==> config.mk <==
export PLATFORM = sky130hd
export DESIGN_NAME = integer_matrix_multiply
export DESIGN_NICKNAME = d
export VERILOG_FILES = /design/src/rtl/core/imm_pkg.sv /design/src/rtl/core/integer_matrix_multiply.sv
export SDC_FILE = /design/constraint.sdc
export NUM_CORES = 2
export LEC_CHECK = 0
export ABC_CLOCK_PERIOD_IN_PS = 7800
export BUFFER_PORTS_ARGS = -buffer_cell sky130_fd_sc_hd__buf_2
export CORE_MARGIN = 2
export CORE_UTILIZATION = 50
export CTS_CLUSTER_DIAMETER = 120
export DETAILED_ROUTE_END_ITERATION = 8
export GPL_TIMING_DRIVEN = 1
export PLACE_DENSITY = 0.75
export SKIP_LAST_GASP = 1
export SLEW_MARGIN = 10
export SYNTH_ARGS = -nofsm -noshare
export SYNTH_HDL_FRONTEND = slang
export SYNTH_SLANG_ARGS = --single-unit
==> constraint.sdc <==
create_clock -name clk_i -period 7.8 [get_ports clk_i]
set_input_delay 0.78 -clock clk_i [delete_from_list [all_inputs] [get_ports clk_i]]
set_output_delay 0.78 -clock clk_i [all_outputs]
set_load 0.05 [all_outputs]
==> src/rtl/core/imm_pkg.sv <==
// ----------------------------------------------------------------------------
// imm_pkg: shared definitions for the integer matrix multiplier
// Sizes of the element stores, operation codes, register indexes and the walk pipeline tag.
// ----------------------------------------------------------------------------
`timescale 1ns / 1ps

package imm_pkg;

  // matrix and element sizes
  localparam int unsigned MaxDim    = 8;
  localparam int unsigned ElemWidth = 16;
  localparam int unsigned IdxW      = $clog2(MaxDim);
  localparam int unsigned AddrW     = 2 * IdxW;
  localparam int unsigned DimW      = IdxW + 1;
  localparam int unsigned ProdW     = 35;
  localparam int unsigned MulW      = 2 * ElemWidth;
  localparam int unsigned Depth     = MaxDim * MaxDim;

  // configuration port
  localparam int unsigned PAddrW = 4;
  localparam int unsigned PDataW = 32;

  // request operation codes
  typedef enum logic [1:0] {
    OP_LOAD_A  = 2'd0,
    OP_LOAD_B  = 2'd1,
    OP_COMPUTE = 2'd2,
    OP_NONE    = 2'd3
  } op_e;

  // configuration register indexes
  typedef enum logic [1:0] {
    REG_ROWS_A    = 2'd0,
    REG_INNER_DIM = 2'd1,
    REG_COLS_B    = 2'd2,
    REG_UNUSED    = 2'd3
  } reg_e;

  // tag carried with each multiply-accumulate step
  typedef struct packed {
    logic            first_k;
    logic            last_k;
    logic            last_elem;
    logic [IdxW-1:0] row;
    logic [IdxW-1:0] col;
  } tag_t;

  // clamp a written dimension into 1..MaxDim
  function automatic logic [DimW-1:0] clamp_dim(input logic [3:0] raw);
    logic [DimW-1:0] res;
    if (raw == 4'd0) begin
      res = DimW'(1);
    end else if (raw > 4'(MaxDim)) begin
      res = DimW'(MaxDim);
    end else begin
      res = DimW'(raw);
    end
    return res;
  endfunction

endpackage

==> src/rtl/core/integer_matrix_multiply.sv <==
// ----------------------------------------------------------------------------
// integer_matrix_multiply: signed matrix product over two element stores
// A load request writes one element; loads are taken every cycle while idle.
// A compute request walks rows_a*cols_b*inner_dim multiply-accumulate steps,
// one per cycle (one read port per store), through a registered read, a
// multiply and an accumulate; busy_o drops with the last result. Results are
// strobed for one cycle each and the receiver cannot stall. Reset sets every
// dimension to 8; stores stay undefined until loaded.
// ----------------------------------------------------------------------------
`timescale 1ns / 1ps

module integer_matrix_multiply (
  input  logic                                        clk_i,
  input  logic                                        rst_ni,
  // configuration port
  input  logic                                        psel,
  input  logic                                        penable,
  input  logic                                        pwrite,
  input  logic [imm_pkg::PAddrW-1:0]                  paddr,
  input  logic [imm_pkg::PDataW-1:0]                  pwdata,
  output logic [imm_pkg::PDataW-1:0]                  prdata,
  output logic                                        pready,
  // request channel
  input  logic                                        start_i,
  output logic                                        busy_o,
  input  logic [1:0]                                  op_i,
  input  logic [imm_pkg::IdxW-1:0]                    row_index_i,
  input  logic [imm_pkg::IdxW-1:0]                    col_index_i,
  input  logic signed [imm_pkg::ElemWidth-1:0]        elem_value_i,
  // result channel
  output logic                                        result_valid_o,
  output logic [imm_pkg::IdxW-1:0]                    out_row_o,
  output logic [imm_pkg::IdxW-1:0]                    out_col_o,
  output logic signed [imm_pkg::ProdW-1:0]            product_value_o,
  output logic                                        last_flag_o
);

  typedef enum logic [2:0] {
    ST_IDLE  = 3'b001,
    ST_WALK  = 3'b010,
    ST_DRAIN = 3'b100
  } state_e;

  state_e state_q, state_d;

  logic [imm_pkg::DimW-1:0] rows_a_q, inner_dim_q, cols_b_q;

  // configuration writes and reads
  logic       cfg_we;
  imm_pkg::reg_e cfg_idx;

  assign pready  = 1'b1;
  assign cfg_we  = psel & penable & pwrite & pready;
  assign cfg_idx = imm_pkg::reg_e'(paddr[3:2]);

  always_ff @(posedge clk_i or negedge rst_ni) begin
    if (!rst_ni) begin
      rows_a_q    <= imm_pkg::DimW'(imm_pkg::MaxDim);
      inner_dim_q <= imm_pkg::DimW'(imm_pkg::MaxDim);
      cols_b_q    <= imm_pkg::DimW'(imm_pkg::MaxDim);
    end else if (cfg_we) begin
      unique case (cfg_idx)
        imm_pkg::REG_ROWS_A:    rows_a_q    <= imm_pkg::clamp_dim(pwdata[3:0]);
        imm_pkg::REG_INNER_DIM: inner_dim_q <= imm_pkg::clamp_dim(pwdata[3:0]);
        imm_pkg::REG_COLS_B:    cols_b_q    <= imm_pkg::clamp_dim(pwdata[3:0]);
        default: ;
      endcase
    end
  end

  always_comb begin
    unique case (cfg_idx)
      imm_pkg::REG_ROWS_A:    prdata = imm_pkg::PDataW'(rows_a_q);
      imm_pkg::REG_INNER_DIM: prdata = imm_pkg::PDataW'(inner_dim_q);
      imm_pkg::REG_COLS_B:    prdata = imm_pkg::PDataW'(cols_b_q);
      default:                prdata = '0;
    endcase
  end

  // request decode
  logic       req_acc;
  imm_pkg::op_e req_op;
  logic       we_a, we_b, compute_go;

  assign busy_o     = (state_q != ST_IDLE);
  assign req_acc    = start_i & ~busy_o;
  assign req_op     = imm_pkg::op_e'(op_i);
  assign we_a       = req_acc && (req_op == imm_pkg::OP_LOAD_A)
                      && ({1'b0, row_index_i} < rows_a_q)
                      && ({1'b0, col_index_i} < inner_dim_q);
  assign we_b       = req_acc && (req_op == imm_pkg::OP_LOAD_B)
                      && ({1'b0, row_index_i} < inner_dim_q)
                      && ({1'b0, col_index_i} < cols_b_q);
  assign compute_go = req_acc && (req_op == imm_pkg::OP_COMPUTE);

  // walk counters: k innermost, then column, then row
  logic [imm_pkg::IdxW-1:0] i_q, j_q, k_q;
  logic last_i, last_j, last_k, walking;

  assign walking = (state_q == ST_WALK);
  assign last_i  = ({1'b0, i_q} == rows_a_q - imm_pkg::DimW'(1));
  assign last_j  = ({1'b0, j_q} == cols_b_q - imm_pkg::DimW'(1));
  assign last_k  = ({1'b0, k_q} == inner_dim_q - imm_pkg::DimW'(1));

  always_ff @(posedge clk_i or negedge rst_ni) begin
    if (!rst_ni) begin
      i_q <= '0;
      j_q <= '0;
      k_q <= '0;
    end else if (compute_go) begin
      i_q <= '0;
      j_q <= '0;
      k_q <= '0;
    end else if (walking) begin
      if (!last_k) begin
        k_q <= k_q + imm_pkg::IdxW'(1);
      end else begin
        k_q <= '0;
        if (!last_j) begin
          j_q <= j_q + imm_pkg::IdxW'(1);
        end else begin
          j_q <= '0;
          i_q <= i_q + imm_pkg::IdxW'(1);
        end
      end
    end
  end

  // store addresses
  logic [imm_pkg::AddrW-1:0] wr_addr, rd_addr_a, rd_addr_b;

  assign wr_addr   = {row_index_i, col_index_i};
  assign rd_addr_a = {i_q, k_q};
  assign rd_addr_b = {k_q, j_q};

  // element stores, one write and one registered read port each
  logic signed [imm_pkg::ElemWidth-1:0] store_a [imm_pkg::Depth];
  logic signed [imm_pkg::ElemWidth-1:0] store_b [imm_pkg::Depth];
  logic signed [imm_pkg::ElemWidth-1:0] a_rd_q, b_rd_q;

  always_ff @(posedge clk_i) begin
    if (we_a) begin
      store_a[wr_addr] <= elem_value_i;
    end
    a_rd_q <= store_a[rd_addr_a];
  end

  always_ff @(posedge clk_i) begin
    if (we_b) begin
      store_b[wr_addr] <= elem_value_i;
    end
    b_rd_q <= store_b[rd_addr_b];
  end

  // pipeline: read, multiply, accumulate
  imm_pkg::tag_t issue_tag, s1_tag_q, s2_tag_q;
  logic s1_valid_q, s2_valid_q;
  logic signed [imm_pkg::MulW-1:0]  prod_q;
  logic signed [imm_pkg::ProdW-1:0] acc_q, acc_base, acc_sum;

  always_comb begin
    issue_tag.first_k   = (k_q == '0);
    issue_tag.last_k    = last_k;
    issue_tag.last_elem = last_i & last_j;
    issue_tag.row       = i_q;
    issue_tag.col       = j_q;
  end

  always_ff @(posedge clk_i or negedge rst_ni) begin
    if (!rst_ni) begin
      s1_valid_q <= 1'b0;
      s2_valid_q <= 1'b0;
    end else begin
      s1_valid_q <= walking;
      s2_valid_q <= s1_valid_q;
    end
  end

  always_ff @(posedge clk_i) begin
    s1_tag_q <= issue_tag;
    s2_tag_q <= s1_tag_q;
    prod_q   <= a_rd_q * b_rd_q;
  end

  // wrap-around accumulation, exact modulo the result width
  assign acc_base = s2_tag_q.first_k ? '0 : acc_q;
  assign acc_sum  = acc_base + imm_pkg::ProdW'(prod_q);

  always_ff @(posedge clk_i) begin
    if (s2_valid_q) begin
      acc_q <= acc_sum;
    end
  end

  // result register
  always_ff @(posedge clk_i or negedge rst_ni) begin
    if (!rst_ni) begin
      result_valid_o <= 1'b0;
    end else begin
      result_valid_o <= s2_valid_q & s2_tag_q.last_k;
    end
  end

  always_ff @(posedge clk_i) begin
    if (s2_valid_q && s2_tag_q.last_k) begin
      out_row_o       <= s2_tag_q.row;
      out_col_o       <= s2_tag_q.col;
      product_value_o <= acc_sum;
      last_flag_o     <= s2_tag_q.last_elem;
    end
  end

  // control sequence
  always_comb begin
    state_d = state_q;
    unique case (state_q)
      ST_IDLE:  if (compute_go) state_d = ST_WALK;
      ST_WALK:  if (last_i && last_j && last_k) state_d = ST_DRAIN;
      ST_DRAIN: if (s2_valid_q && s2_tag_q.last_k && s2_tag_q.last_elem) state_d = ST_IDLE;
      default:  state_d = ST_IDLE;
    endcase
  end

  always_ff @(posedge clk_i or negedge rst_ni) begin
    if (!rst_ni) begin
      state_q <= ST_IDLE;
    end else begin
      state_q <= state_d;
    end
  end

`ifndef SYNTH
  // stores are only written between runs
  a_store_write_idle: assert property (@(posedge clk_i) disable iff (!rst_ni)
    (we_a || we_b) |-> (state_q == ST_IDLE))
    else $error("store written during a compute run");

  // pipeline is empty whenever the block is free
  a_idle_drained: assert property (@(posedge clk_i) disable iff (!rst_ni)
    (state_q == ST_IDLE) |-> (!s1_valid_q && !s2_valid_q))
    else $error("walk pipeline busy while idle");

  // the flagged result closes its run
  a_last_closes: assert property (@(posedge clk_i) disable iff (!rst_ni)
    (result_valid_o && last_flag_o) |=> !result_valid_o)
    else $error("result follows the last flagged result");

  // a result only ever follows a walk
  a_result_after_walk: assert property (@(posedge clk_i) disable iff (!rst_ni)
    result_valid_o |-> $past(s2_valid_q))
    else $error("result without a completed accumulation");
`endif

endmodule

==> qor.csv <==
metric,value,unit
Area growth syn-to-layout,11.44,%
Fmax,150.2,MHz
CTS tree,built,
share of cells above drive strength 1,24.35,%
slowest cell on the critical path,dfxtp_1,
clk sinks,2234,
Post-synth EDFFs,2125,
GRT Overall Usage,22.85,%
reg2reg path depth,20,
register area share after synthesis,69.29,%
Starting Density,50.24,%
post-layout net count,5465,
Detailed Place HPWL,124400,um
CTS Buf Count,211,
first-pass GRT wire length,323000,um
"Data arrival, critical path",7.43,ns
vias after detailed routing,46820,
crit end category,flop,
Worst R2R Start,b_rd_q[1]$_DFF_P_,
fillers,13600,
flop and latch count out of synthesis,2234,
DRC,0,
min-delay src,pwdata[3],
Port Buffer Count,83,
drt pass-1 iters,5,
RSZ-0062 raised after global routing,false,
Hold EP,inner_dim_q[3]$_DFFE_PN1P_,
most numerous cell in the Yosys netlist,edfxtp_1,
CP max FO,16,
max_slew headroom,12.81,%
worst setup path category,reg2reg,
status,"complete, no violations",
worst min-delay path category,in2reg,
clock latency at the later pin of the worst-skew pair,0.88,ns
largest net degree at the start of global routing,142,
Main synth FF type,edfxtp_1,
setup_tns,0,ns
post-synth top area cell,edfxtp_1,
worst path cell trace,"nand2_1, fa_1, fa_1, inv_1, fa_1, fa_1, fa_1, inv_1, fa_1, inv_1, ha_1, and4_1, o211a_1, a221o_1, a22o_1, a311o_1, a211oi_2, o41ai_1, a21oi_2, xnor2_1",
H-Tree Depth,4,
core area,0.1900,sq mm
initial antenna violation count,13,
per-cell routed wire length,28.45,um
Max Cap Viol,0,
number of global-route vias before repair,48020,
CTS Root Cell,clkbuf_16,
top post-synthesis cells by area,"edfxtp_1 (67%), mux4_2 (16%), fa_1 (5.5%), dfxtp_1 (1.7%), ha_1 (1.7%)",
reg2reg setup slack,1.14,ns
final WL,219000,um
Synth top area share,66.85,%
# Post-CTS Setup Buffers,0,
overall die width,440.9,um
Initial DRC Count,5893,
vias per inst,6.082,
Synth warnings,0,
syn avg cell area,20.09,sq um
"Top cell by count, worst path",fa_1,
Rows,160,
capturing point of the worst reg2reg path,prod_q[30]$_DFF_P_,
Post-synth top cells,"edfxtp_1 (2125), mux4_2 (672), inv_1 (303)",
"Largest stage delay, worst path",0.70,ns
Slew Limit Fails,0,
# IOs,143,
die height,440.9,um
min cycle time layout,6.658,ns
Synth Cell Area,0.09545,sq mm
Bufs on Longest Clock Path,3,
Slew @ Worst Pin,1.307,ns
clk slew on worst S/H paths,0.07,ns
die footprint,0.1944,sq mm
Final Hold Viols,0,
final period utilization,85.36,%
grt total ovfl,0,
synthesized instance count,4750,
clock skew,0.05092,ns
final setup fails,0,
startpoint types,flop,
Final ANT Viol Nets,0,
Worst Path Required,8.57,ns
synth unique cells,71,
Post-synth ARST share,1.209,%
GPL Wtd Cong,0.8247,
post-CTS sizing,0,
hold depth,2,
-- flip-flops by register name, indices dropped and copies added (netlist names), 9 cells and up --
signal,flops
a_rd_q,16
store_b,1024
b_rd_q,16
prod_q,32
s2_tag_q,9
store_a,1024
product_value_o,35
s1_tag_q,9
acc_q,35
-- cell families (layout without fill, tap and decap cells) --
logic type,count (synthesis),after routing,share of synthesized area (%)
xor gates and xnor gates,75,75,0.6882
muxes,686,686,16.01
buffers and inverters,539,944,2.302
other,2,34,0.007868
and+or+nand+nor,626,626,3.142
AOI/OAI and AO/OA,194,194,1.325
adders and majority gates,394,394,7.233
DFF,2234,2234,69.29
-- cells in the final DEF (no fill, tap or decap), drive strengths merged, types with 6 or more instances in the layout --
cell type,n
edfxtp,2125
mux4,672
inv,312
fa,263
clkbuf,260
buf,249
nor2,194
nand2,168
ha,131
and2,129
clkinv,94
dfxtp,82
a21oi,57
xnor2,52
nor2b,47
o21ai,39
conb,29
a21o,27
xor2,23
dfrtp,23
nand2b,19
nand3,18
bufinv,18
nor3,15
o21bai,11
clkinvlp,10
a211oi,10
o211ai,9
mux2,9
o21a,8
and3,8
a31oi,7
or3,6
nor3b,6
-- metal layers --
metal  vias to the layer above  wire length [um]  global-route usage (%)  share of wire (%)
li1                      19120                 -                       -                  -
met1                     24790             86730                   32.45                 40
met2                      2561            105600                   36.08                 48
met3                       343             20920                   4.822                9.5
met4                         8              5693                   6.639                2.6
met5                         -                54                       0              0.025
-- critical path, delay by kind of cell (launching register included) --
family,cells,cell delay (ns)
AOI/OAI and AO/OA,7,1.75
xor gates and xnor gates,1,0.11
adders and majority gates,7,3.41
buffers and inverters,3,0.13
DFF,1,0.70
and+or+nand+nor,2,0.46
-- repair_timing --
item,CTS,global route
endpoints found under the hold margin,23,0
endpoints found under the setup margin,0,0
hold buffers,1,0
-- cell type report --
class | count | area (sq um) | area share, %
antenna | 5 | 12.51 | 0.01176
clock buffer | 260 | 5545 | 5.213
clock inverter | 130 | 1350 | 1.269
inverter | 304 | 1144 | 1.075
multi-input combinational | 2004 | 27240 | 25.61
sequential | 2234 | 66160 | 62.20
tap | 2511 | 3142 | 2.954
timing repair buffer | 250 | 1774 | 1.668
-- stage by stage --
step	area (sq um)	setup slack [ns]	std cells	util (%)	hold slack, ns
2_1_floorplan	95550	1.628	4777	-	0.3096
3_3_place_gp	99450	1.171	7302	52.35	0.3129
3_5_place_dp	99450	1.119	7302	52.35	0.3147
4_1_cts	106400	1.115	7693	55.98	0.1806
5_1_grt	106400	0.6520	7693	55.98	0.2252
6_report	106400	1.142	7698	55.99	0.2308
-- worst max-delay path by stage --
stage                     cells past startpoint               start                 end
final                                        20   b_rd_q[1]$_DFF_P_  prod_q[30]$_DFF_P_
after global routing                         22   b_rd_q[1]$_DFF_P_  prod_q[31]$_DFF_P_
after global placement                       20   b_rd_q[1]$_DFF_P_  prod_q[30]$_DFF_P_
after floorplan                              22  a_rd_q[11]$_DFF_P_  prod_q[30]$_DFF_P_
after CTS                                    22   b_rd_q[1]$_DFF_P_  prod_q[31]$_DFF_P_
after detailed placement                     20   b_rd_q[1]$_DFF_P_  prod_q[30]$_DFF_P_
Power is not shown: default switching activity piles up to over one toggle a cycle in this logic, so the estimate is an artifact.
